--- config.mk ---
export PLATFORM = sky130hd
export DESIGN_NAME = weighted_random_selector_top_flat
export DESIGN_NICKNAME = d
export VERILOG_FILES = /design/src/sv/rws_pkg.sv /design/src/sv/rws_if.sv /design/src/sv/rws_mem.sv /design/src/sv/rws_cmp.sv /design/src/sv/rws_ctrl.sv /design/src/sv/weighted_random_selector_top.sv /design/src/flat_wrapper.sv
export SDC_FILE = /design/constraint.sdc
export NUM_CORES = 2
export LEC_CHECK = 0
export ABC_CLOCK_PERIOD_IN_PS = 7010
export BUFFER_PORTS_ARGS = -buffer_cell sky130_fd_sc_hd__buf_2
export CAP_MARGIN = 10
export CORE_MARGIN = 3
export CORE_UTILIZATION = 43
export CTS_BUF_LIST = sky130_fd_sc_hd__clkbuf_8
export DETAILED_ROUTE_END_ITERATION = 10
export SLEW_MARGIN = 15
export SYNTH_ARGS = -nofsm -noshare
export SYNTH_HDL_FRONTEND = slang
export SYNTH_SLANG_ARGS = --single-unit
--- constraint.sdc ---
create_clock -name clk_i -period 7.01 [get_ports clk_i]
set_input_delay 0 -clock clk_i [delete_from_list [all_inputs] [get_ports clk_i]]
set_output_delay 0 -clock clk_i [all_outputs]
set_load 0.1 [all_outputs]
--- src/sv/rws_pkg.sv ---
// Shared constants, types and codes of the weighted random selector.
package rws_pkg;

  // Table geometry and field widths
  localparam int MAX_ENTRIES = 16;
  localparam int WEIGHT_BITS = 16;
  localparam int IDX_W       = $clog2(MAX_ENTRIES);
  localparam int CNT_W       = IDX_W + 1;
  localparam int SUM_W       = WEIGHT_BITS + IDX_W;
  localparam int U_W         = 32;
  localparam int PROD_W      = U_W + SUM_W;
  localparam int WFIELD_W    = 16;

  // Request kinds
  localparam logic REQ_ADD  = 1'b0;
  localparam logic REQ_DRAW = 1'b1;

  typedef enum logic [1:0] {
    ST_OK    = 2'd0,
    ST_FULL  = 2'd1,
    ST_EMPTY = 2'd2,
    ST_ZERO  = 2'd3
  } status_e;

  typedef enum logic [1:0] {
    S_IDLE,
    S_MUL,
    S_SCAN,
    S_FIN
  } state_e;

  // Control and operands for the shared multiply/compare unit
  typedef struct packed {
    logic             load;
    logic [U_W-1:0]   uniform;
    logic [SUM_W-1:0] total;
  } cmp_ctrl_t;

endpackage

--- src/sv/rws_if.sv ---
// Request and response channel interfaces of the weighted random selector.
interface rws_req_if;
  import rws_pkg::*;
  logic                valid;
  logic                ready;
  logic                req_type;
  logic [WFIELD_W-1:0] weight;
  logic [U_W-1:0]      uniform;

  modport source (output valid, output req_type, output weight, output uniform, input ready);
  modport sink   (input valid, input req_type, input weight, input uniform, output ready);
endinterface

interface rws_rsp_if;
  import rws_pkg::*;
  logic             valid;
  logic             ready;
  logic [IDX_W-1:0] index;
  logic [1:0]       status;
  logic [CNT_W-1:0] entry_count;

  modport source (output valid, output index, output status, output entry_count, input ready);
  modport sink   (input valid, input index, input status, input entry_count, output ready);
endinterface

--- src/sv/rws_mem.sv ---
// Prefix-sum memory: one write port, one read port with registered data.
module rws_mem (
  input  logic                      clk_i,
  input  logic                      wr_en_i,
  input  logic [rws_pkg::IDX_W-1:0] wr_addr_i,
  input  logic [rws_pkg::SUM_W-1:0] wr_data_i,
  input  logic [rws_pkg::IDX_W-1:0] rd_addr_i,
  output logic [rws_pkg::SUM_W-1:0] rd_data_o
);
  import rws_pkg::*;

  logic [SUM_W-1:0] mem_q [MAX_ENTRIES];

  // Write the new prefix sum
  always_ff @(posedge clk_i) begin
    if (wr_en_i) begin
      mem_q[wr_addr_i] <= wr_data_i;
    end
  end

  // Read one entry a cycle
  always_ff @(posedge clk_i) begin
    rd_data_o <= mem_q[rd_addr_i];
  end

endmodule

--- src/sv/rws_cmp.sv ---
// Shared unit: forms u*total once per draw, then tests it against each prefix sum.
module rws_cmp (
  input  logic                      clk_i,
  input  rws_pkg::cmp_ctrl_t        ctrl_i,
  input  logic [rws_pkg::SUM_W-1:0] prefix_i,
  output logic                      hit_o
);
  import rws_pkg::*;

  logic [PROD_W-1:0] prod_q;
  logic [PROD_W-1:0] prod_d;
  logic [PROD_W-1:0] bound;

  // Scale the fraction by the total weight
  always_comb begin
    prod_d = PROD_W'(ctrl_i.uniform) * PROD_W'(ctrl_i.total);
  end

  // Hold the product for the whole walk
  always_ff @(posedge clk_i) begin
    if (ctrl_i.load) begin
      prod_q <= prod_d;
    end
  end

  // Hit when u*total <= prefix * 2^32
  assign bound = {prefix_i, {U_W{1'b0}}};
  assign hit_o = (prod_q <= bound);

endmodule

--- src/sv/rws_ctrl.sv ---
// Sequencer: appends entries, walks the prefix sums on a draw, holds the result.
module rws_ctrl (
  input  logic                      clk_i,
  input  logic                      rst_ni,
  rws_req_if.sink                   req_i,
  rws_rsp_if.source                 rsp_o,
  output logic                      wr_en_o,
  output logic [rws_pkg::IDX_W-1:0] wr_addr_o,
  output logic [rws_pkg::SUM_W-1:0] wr_data_o,
  output logic [rws_pkg::IDX_W-1:0] rd_addr_o,
  output rws_pkg::cmp_ctrl_t        cmp_o,
  input  logic                      hit_i
);
  import rws_pkg::*;

  state_e           state_q, state_d;
  logic [CNT_W-1:0] used_q, used_d;
  logic [SUM_W-1:0] total_q, total_d;
  logic [U_W-1:0]   uniform_q;
  logic [IDX_W-1:0] idx_q, idx_d;
  status_e          status_q, status_d;
  logic             out_valid_q;
  logic [IDX_W-1:0] out_index_q;
  status_e          out_status_q;
  logic [CNT_W-1:0] out_count_q;

  logic                 accept;
  logic                 is_full;
  logic                 is_zero;
  logic                 out_free;
  logic                 scan_done;
  logic [WEIGHT_BITS-1:0] w_use;
  logic [IDX_W-1:0]     last_idx;
  logic [CNT_W-1:0]     last_cnt;

  assign accept    = req_i.valid && req_i.ready;
  assign w_use     = req_i.weight[WEIGHT_BITS-1:0];
  assign is_full   = (used_q == CNT_W'(MAX_ENTRIES));
  assign is_zero   = (w_use == '0);
  assign out_free  = !out_valid_q || rsp_o.ready;
  assign last_cnt  = used_q - CNT_W'(1);
  assign last_idx  = last_cnt[IDX_W-1:0];
  assign scan_done = hit_i || (idx_q == last_idx);

  // Next state
  always_comb begin
    state_d = state_q;
    case (state_q)
      S_IDLE: begin
        if (accept) begin
          if (req_i.req_type == REQ_DRAW && used_q != '0) begin
            state_d = S_MUL;
          end else begin
            state_d = S_FIN;
          end
        end
      end
      S_MUL:  state_d = S_SCAN;
      S_SCAN: begin
        if (scan_done) begin
          state_d = S_FIN;
        end
      end
      S_FIN: begin
        if (out_free) begin
          state_d = S_IDLE;
        end
      end
      default: state_d = S_IDLE;
    endcase
  end

  // Datapath control and register updates
  always_comb begin
    req_i.ready  = (state_q == S_IDLE);
    wr_en_o      = 1'b0;
    wr_addr_o    = used_q[IDX_W-1:0];
    wr_data_o    = total_q + SUM_W'(w_use);
    rd_addr_o    = '0;
    cmp_o.load    = (state_q == S_MUL);
    cmp_o.uniform = uniform_q;
    cmp_o.total   = total_q;
    used_d   = used_q;
    total_d  = total_q;
    idx_d    = idx_q;
    status_d = status_q;
    case (state_q)
      S_IDLE: begin
        if (accept) begin
          idx_d    = '0;
          status_d = ST_OK;
          if (req_i.req_type == REQ_ADD) begin
            if (is_full) begin
              status_d = ST_FULL;
            end else if (is_zero) begin
              status_d = ST_ZERO;
            end else begin
              wr_en_o = 1'b1;
              idx_d   = used_q[IDX_W-1:0];
              total_d = wr_data_o;
              used_d  = used_q + CNT_W'(1);
            end
          end else if (used_q == '0) begin
            status_d = ST_EMPTY;
          end
        end
      end
      S_MUL: begin
        // Fetch entry zero while the product settles
        rd_addr_o = '0;
        idx_d     = '0;
      end
      S_SCAN: begin
        // Fetch the next entry ahead of its compare
        rd_addr_o = idx_q + IDX_W'(1);
        if (!scan_done) begin
          idx_d = idx_q + IDX_W'(1);
        end
      end
      S_FIN: begin
      end
      default: begin
      end
    endcase
  end

  // Control registers
  always_ff @(posedge clk_i or negedge rst_ni) begin
    if (!rst_ni) begin
      state_q     <= S_IDLE;
      used_q      <= '0;
      total_q     <= '0;
      out_valid_q <= 1'b0;
    end else begin
      state_q <= state_d;
      used_q  <= used_d;
      total_q <= total_d;
      if (state_q == S_FIN && out_free) begin
        out_valid_q <= 1'b1;
      end else if (rsp_o.ready) begin
        out_valid_q <= 1'b0;
      end
    end
  end

  // Payload registers
  always_ff @(posedge clk_i) begin
    idx_q    <= idx_d;
    status_q <= status_d;
    if (accept) begin
      uniform_q <= req_i.uniform;
    end
    if (state_q == S_FIN && out_free) begin
      out_index_q  <= idx_q;
      out_status_q <= status_q;
      out_count_q  <= used_q;
    end
  end

  assign rsp_o.valid       = out_valid_q;
  assign rsp_o.index       = out_index_q;
  assign rsp_o.status      = out_status_q;
  assign rsp_o.entry_count = out_count_q;

  // Checks
  a_used_bound: assert property (@(posedge clk_i) disable iff (!rst_ni)
    used_q <= CNT_W'(MAX_ENTRIES))
    else $error("entry count beyond table size");

  a_scan_nonempty: assert property (@(posedge clk_i) disable iff (!rst_ni)
    (state_q == S_SCAN) |-> (used_q != '0 && idx_q <= last_idx))
    else $error("walk outside stored entries");

  a_rsp_from_fin: assert property (@(posedge clk_i) disable iff (!rst_ni)
    $rose(out_valid_q) |-> $past(state_q == S_FIN))
    else $error("result shown without finishing");

  a_write_only_add: assert property (@(posedge clk_i) disable iff (!rst_ni)
    wr_en_o |=> (used_q == $past(used_q) + CNT_W'(1)))
    else $error("append did not advance entry count");

endmodule

--- src/sv/weighted_random_selector_top.sv ---
// Top level of the weighted random selector (roulette-wheel selection).
//
// Channels: req_i carries one request per item (req_type, weight, uniform);
// rsp_o returns exactly one result per request (index, status, entry_count).
// Both use valid/ready; an item moves when valid and ready are high together.
// An add stores the running prefix sum of the weight in a 16-entry memory and
// goes through the finish state to the result register. A draw first forms
// uniform*total in the shared multiplier, then walks the prefix sums with one
// comparator at one entry per cycle, stopping at the first hit. Empty-table,
// full-table and zero-weight cases also go straight to the finish state. The
// request side is ready only while the sequencer is idle; the memory read port
// sets the walk rate. Reset clears the entry count, the total and the result
// valid; the memory is not cleared, as only filled entries are ever compared.
// When the receiver stalls the result waits in the output register and the
// next request is still accepted; its result is held until the output register
// is free.
module weighted_random_selector_top (
  input  logic      clk_i,
  input  logic      rst_ni,
  rws_req_if.sink   req_i,
  rws_rsp_if.source rsp_o
);
  import rws_pkg::*;

  logic             wr_en;
  logic [IDX_W-1:0] wr_addr;
  logic [SUM_W-1:0] wr_data;
  logic [IDX_W-1:0] rd_addr;
  logic [SUM_W-1:0] rd_data;
  cmp_ctrl_t        cmp_ctrl;
  logic             hit;

  rws_ctrl u_ctrl (
    .clk_i     (clk_i),
    .rst_ni    (rst_ni),
    .req_i     (req_i),
    .rsp_o     (rsp_o),
    .wr_en_o   (wr_en),
    .wr_addr_o (wr_addr),
    .wr_data_o (wr_data),
    .rd_addr_o (rd_addr),
    .cmp_o     (cmp_ctrl),
    .hit_i     (hit)
  );

  rws_mem u_mem (
    .clk_i     (clk_i),
    .wr_en_i   (wr_en),
    .wr_addr_i (wr_addr),
    .wr_data_i (wr_data),
    .rd_addr_i (rd_addr),
    .rd_data_o (rd_data)
  );

  rws_cmp u_cmp (
    .clk_i    (clk_i),
    .ctrl_i   (cmp_ctrl),
    .prefix_i (rd_data),
    .hit_o    (hit)
  );

endmodule
--- src/flat_wrapper.sv ---
// flat-port wrapper written by rule: the top's interface ports become plain ports
module weighted_random_selector_top_flat import rws_pkg::*;
  (clk_i, rst_ni, req_i_valid, req_i_req_type, req_i_weight, req_i_uniform, req_i_ready, rsp_o_valid, rsp_o_index, rsp_o_status, rsp_o_entry_count, rsp_o_ready);
  rws_req_if req_i_i ();
  rws_rsp_if rsp_o_i ();
  input  logic clk_i;
  input  logic rst_ni;
  input wire logic [$bits(req_i_i.valid)-1:0] req_i_valid;
  input wire logic [$bits(req_i_i.req_type)-1:0] req_i_req_type;
  input wire logic [$bits(req_i_i.weight)-1:0] req_i_weight;
  input wire logic [$bits(req_i_i.uniform)-1:0] req_i_uniform;
  output wire logic [$bits(req_i_i.ready)-1:0] req_i_ready;
  output wire logic [$bits(rsp_o_i.valid)-1:0] rsp_o_valid;
  output wire logic [$bits(rsp_o_i.index)-1:0] rsp_o_index;
  output wire logic [$bits(rsp_o_i.status)-1:0] rsp_o_status;
  output wire logic [$bits(rsp_o_i.entry_count)-1:0] rsp_o_entry_count;
  input wire logic [$bits(rsp_o_i.ready)-1:0] rsp_o_ready;
  assign req_i_i.valid = req_i_valid;
  assign req_i_i.req_type = req_i_req_type;
  assign req_i_i.weight = req_i_weight;
  assign req_i_i.uniform = req_i_uniform;
  assign req_i_ready = req_i_i.ready;
  assign rsp_o_valid = rsp_o_i.valid;
  assign rsp_o_index = rsp_o_i.index;
  assign rsp_o_status = rsp_o_i.status;
  assign rsp_o_entry_count = rsp_o_i.entry_count;
  assign rsp_o_i.ready = rsp_o_ready;
  weighted_random_selector_top u_core (.clk_i(clk_i), .rst_ni(rst_ni), .req_i(req_i_i), .rsp_o(rsp_o_i));
endmodule
==> results.rst <==
.. list-table::
   :header-rows: 1

   * - Metric
     - Value
   * - Launching element of the worst setup path
     - u_core.u_ctrl.uniform_q[8]
   * - Die Area
     - 0.0951 mm2
   * - Crit path kind
     - reg2reg
   * - Path category of the worst min-delay check
     - in2reg
   * - Distinct cell type count of the synthesized netlist
     - 74
   * - Most repeated library cell on the critical path
     - sky130_fd_sc_hd__fa_1
   * - Post-synthesis to final-layout area growth
     - 12.9%
   * - Worst Path Max Fanout
     - 9
   * - End of the worst register-to-register path
     - u_core.u_cmp.prod_q[49]
   * - Worst flop-to-flop path startpoint
     - u_core.u_ctrl.uniform_q[8]
   * - Buffers from clock root to sink, at most
     - 3
   * - Run status
     - completed
   * - Maximum single-stage delay on the critical path
     - 540 ps
   * - Synthesis Warnings
     - 0
   * - Hold wc startpoint
     - req_i_weight[3]
   * - DRC marker count from the first detailed-route iteration
     - 1512
   * - Die height
     - 308 um
   * - Via count of the first global-routing pass
     - 26918
   * - Proportion of layout cells with a drive suffix above 1
     - 11.2%
   * - FMAX
     - 147 MHz
   * - Final Max Slew Viols
     - 0
   * - Pre-CTS setup slack
     - 15.7 ps
   * - Clock sink total
     - 469
   * - Average footprint of a synthesized cell
     - 11.0 um2
   * - Leading cell types by total area after synthesis
     - sky130_fd_sc_hd__edfxtp_1, sky130_fd_sc_hd__fa_1, sky130_fd_sc_hd__ha_1
   * - Via-to-Cell Ratio
     - 5.19
   * - Number of setup violations in the final report
     - 0
   * - Via Count
     - 26021
   * - Cell Rows
     - 110
   * - RePlAce Congestion
     - 0.888
   * - Die X-Extent
     - 308 um
   * - Time the final worst path needs with I/O delays and setup
     - 6810 ps
   * - CP arrival
     - 7250 ps
   * - Worst r2r path cells
     - 21
   * - Share of Yosys cell area claimed by the top area cell type
     - 32.2%
   * - CTS tree
     - done
   * - Cell Chain, Critical Path
     - buf_4 > and2_1 > fa_1 > fa_1 > fa_1 > fa_1 > fa_1 > fa_1 > inv_1 > fa_1 > inv_1 > ha_1 > a21o_1 > a21oi_1 > nor2b_1 > a2111o_1 > a21oi_2 > o211ai_4 > a21oi_2 > nor3_1 > a311o_1
   * - Global-route wire length before repair
     - 155 mm
   * - DPL Wire Length
     - 72.9 mm
   * - Clock input transition at the sequential cells of the worst setup and hold paths
     - 60 ps
   * - Depth of the worst hold-timing path
     - 4
   * - CTS H-Tree Depth
     - 3
   * - Number of cells produced by synthesis
     - 3576
   * - Worst hold endpoint
     - u_core.u_mem.mem_q[7][3]
   * - Initial antenna violation count
     - 5
   * - Proportion of synthesized chip area in sequential cells
     - 35.0%
   * - Final Hold Viols
     - 0
   * - Initial core utilization
     - 43.5%
   * - Post-synth ARST share
     - 5.97%
   * - Number of detailed-routing iterations run before antenna repair
     - 6
   * - Flip-flop and latch count after synthesis
     - 469
   * - Summed negative setup slack over all endpoints
     - 0 ps
   * - Syn_nets
     - 4374
   * - Total overflow reported by the global router
     - 0
   * - Clock tree skew after final layout
     - 58.9 ps
   * - Maximum number of pins on one net before global-route repair
     - 74
   * - Fin nets
     - 4566
   * - Global-route usage over all layers
     - 21.2%
   * - Count of flip-flops with a built-in enable after synthesis
     - 421
   * - Count of maximum capacitance violations
     - 0
   * - Slew at the pin closest to its max-slew limit
     - 1140 ps
   * - Ports placed on the boundary
     - 66
   * - Number of nets with antenna violations after routing
     - 0
   * - Setup ws final
     - 201 ps
   * - Required time of the worst setup path
     - 7450 ps
   * - Combined area of all synthesized cells
     - 0.0393 mm2
   * - Remaining design rule violation count
     - 0
   * - Synth area leader
     - sky130_fd_sc_hd__edfxtp_1
   * - Setup slack on the worst flop-to-flop path
     - 200 ps
   * - Average wire per cell in the routed design
     - 19.8 um
   * - Clock insertion delay at the later pin of the skew report
     - 690 ps
   * - Number of buffers added on ports
     - 65
   * - Final period util
     - 97.1%
   * - Relative slew margins
     - 24.2%
   * - Final routed wirelength across all metal layers
     - 99.4 mm
   * - CTS buffer count
     - 80
   * - CP Launch Type
     - register
   * - Unrepaired setup endpoints after global routing
     - true
   * - Worst setup EP type
     - register
   * - Area of the core
     - 0.0903 mm2
   * - Standard cell with the maximum stage delay on the critical path
     - sky130_fd_sc_hd__edfxtp_1
   * - Primary flip-flop cell chosen by synthesis mapping
     - sky130_fd_sc_hd__edfxtp_1
   * - Clock Tree Root
     - sky130_fd_sc_hd__clkbuf_8
## flip-flops by register name, summed over array words and instances (netlist names)
register / cells
u_core.u_mem.rd_data_o: 20
u_core.u_ctrl.rsp_o.status: 2
u_core.u_ctrl.idx_q: 4
u_core.u_ctrl.total_q: 20
u_core.u_ctrl.status_q: 2
u_core.u_ctrl.rsp_o.valid: 1
u_core.u_ctrl.rsp_o.index: 4
u_core.u_cmp.prod_q: 52
u_core.u_ctrl.used_q: 5
u_core.u_ctrl.rsp_o.entry_count: 5
u_core.u_mem.mem_q: 320
u_core.u_ctrl.state_q: 2
u_core.u_ctrl.uniform_q: 32
## how the worst max path moves through the flow
stage / endpoint / slack [ps] / depth (start not counted)
2_1_floorplan: u_core.u_cmp.prod_q[49] / 410 / 23
3_3_place_gp: u_core.u_cmp.prod_q[49] / 100 / 21
3_5_place_dp: u_core.u_cmp.prod_q[49] / 20 / 21
4_1_cts: u_core.u_cmp.prod_q[49] / 0.5 / 21
5_1_grt: u_core.u_cmp.prod_q[50] / -110 / 23
6_report: u_core.u_cmp.prod_q[49] / 200 / 21
## per-layer routing
layer	wire [um]	vias to the layer above	global-route usage, %
met5	0	-	0
met4	1640	0	4.38
li1	-	11869	-
met2	47700	656	35.0
met1	44000	13373	29.6
met3	6020	123	3.69
## worst max-delay path: cells and delay by family, from the launching register on
kind | cells | cell delay [ps]
buffers and inverters | 3 | 350
flip-flops | 1 | 540
adder cells (fa/ha/maj) | 8 | 3690
AO/OA/AOI/OAI | 7 | 1680
AND/OR/NAND/NOR | 3 | 330
## synth_stat cells (all sizes together), types with 20 or more instances
| cell type | n |
|---|---|
| inv | 630 |
| fa | 537 |
| nand2 | 502 |
| edfxtp | 421 |
| and2 | 296 |
| ha | 208 |
| clkbuf | 183 |
| a21oi | 95 |
| o21ai | 73 |
| xnor2 | 59 |
| nor2 | 47 |
| nor2b | 42 |
| a211oi | 36 |
| a21o | 33 |
| mux2i | 32 |
| o221ai | 30 |
| dfrtp | 28 |
| a31oi | 27 |
| nand3 | 26 |
| xor2 | 22 |
| nand4 | 21 |
| buf | 20 |
| dfxtp | 20 |
| mux4 | 20 |
| o22ai | 20 |
## cell families (layout without fill, tap and decap cells)
kind of cell / Yosys count / count (layout) / share of synthesized area (%)
other: 0 / 4 / 0
AO/OA/AOI/OAI: 394 / 394 / 6.73
AND/OR/NAND/NOR: 986 / 986 / 12.1
adder cells (fa/ha/maj): 745 / 745 / 34.0
XOR/XNOR: 81 / 81 / 1.80
buffers and inverters: 834 / 1090 / 8.02
multiplexers: 67 / 67 / 2.39
flip-flops: 469 / 469 / 35.0
## metrics by stage
stage	cells	instance area (um2)	hold WS [ps]	utilization, %
2_1_floorplan	3576	39300	-296	-
3_3_place_gp	4764	41700	176	46.2
3_5_place_dp	4764	41700	178	46.2
4_1_cts	4980	44100	2.25	48.8
5_1_grt	5010	44400	36.7	49.2
6_report	5012	44400	72.9	49.2
## cells in the final DEF, fill, tap and decap left out, types with 13 or more instances in the layout
master,synthesis,layout
sky130_fd_sc_hd__and2_1,296,295
sky130_fd_sc_hd__mux2_2,15,15
sky130_fd_sc_hd__mux4_2,20,20
sky130_fd_sc_hd__xor2_1,22,20
sky130_fd_sc_hd__buf_12,0,18
sky130_fd_sc_hd__nand4_1,21,21
sky130_fd_sc_hd__nand2_1,502,501
sky130_fd_sc_hd__o21ai_0,71,71
sky130_fd_sc_hd__ha_1,208,207
sky130_fd_sc_hd__clkbuf_8,0,92
sky130_fd_sc_hd__a21o_1,32,32
sky130_fd_sc_hd__o221ai_1,29,29
sky130_fd_sc_hd__fa_1,537,537
sky130_fd_sc_hd__dfrtp_1,28,28
sky130_fd_sc_hd__nor2_1,47,43
sky130_fd_sc_hd__o211ai_1,15,15
sky130_fd_sc_hd__nand3_1,26,26
sky130_fd_sc_hd__a21oi_1,92,90
sky130_fd_sc_hd__a31oi_1,26,26
sky130_fd_sc_hd__a211oi_1,35,35
sky130_fd_sc_hd__nor2b_1,42,42
sky130_fd_sc_hd__o21a_1,13,13
sky130_fd_sc_hd__o22ai_1,20,20
sky130_fd_sc_hd__xnor2_1,59,54
sky130_fd_sc_hd__dfxtp_1,20,20
sky130_fd_sc_hd__mux2i_1,32,32
sky130_fd_sc_hd__dlygate4sd3_1,0,70
sky130_fd_sc_hd__a311oi_1,13,13
sky130_fd_sc_hd__edfxtp_1,421,421
sky130_fd_sc_hd__buf_4,1,158
sky130_fd_sc_hd__buf_2,15,65
sky130_fd_sc_hd__inv_1,630,656
sky130_fd_sc_hd__nor4_1,15,15
## area by class of cell
type	instances	area, um2
antenna	4	10.0
clock buffer	92	1270
clock inverter	54	400
fill	8273	45900
inverter	631	2370
multi-input combinational	2273	22500
sequential	469	13700
tap	1176	1470
timing repair buffer	313	2590
## timing repair
item / CTS / global route
endpoints found under the hold margin: 72 / 0
hold buffers: 70 / 0
endpoints found under the setup margin: 0 / 19
buffers inserted: 0 / 28
resized for setup: 0 / 7
Power is left out: the tool's default activity adds up to more than one toggle a clock period on the data nets, which glitch-free logic cannot reach.
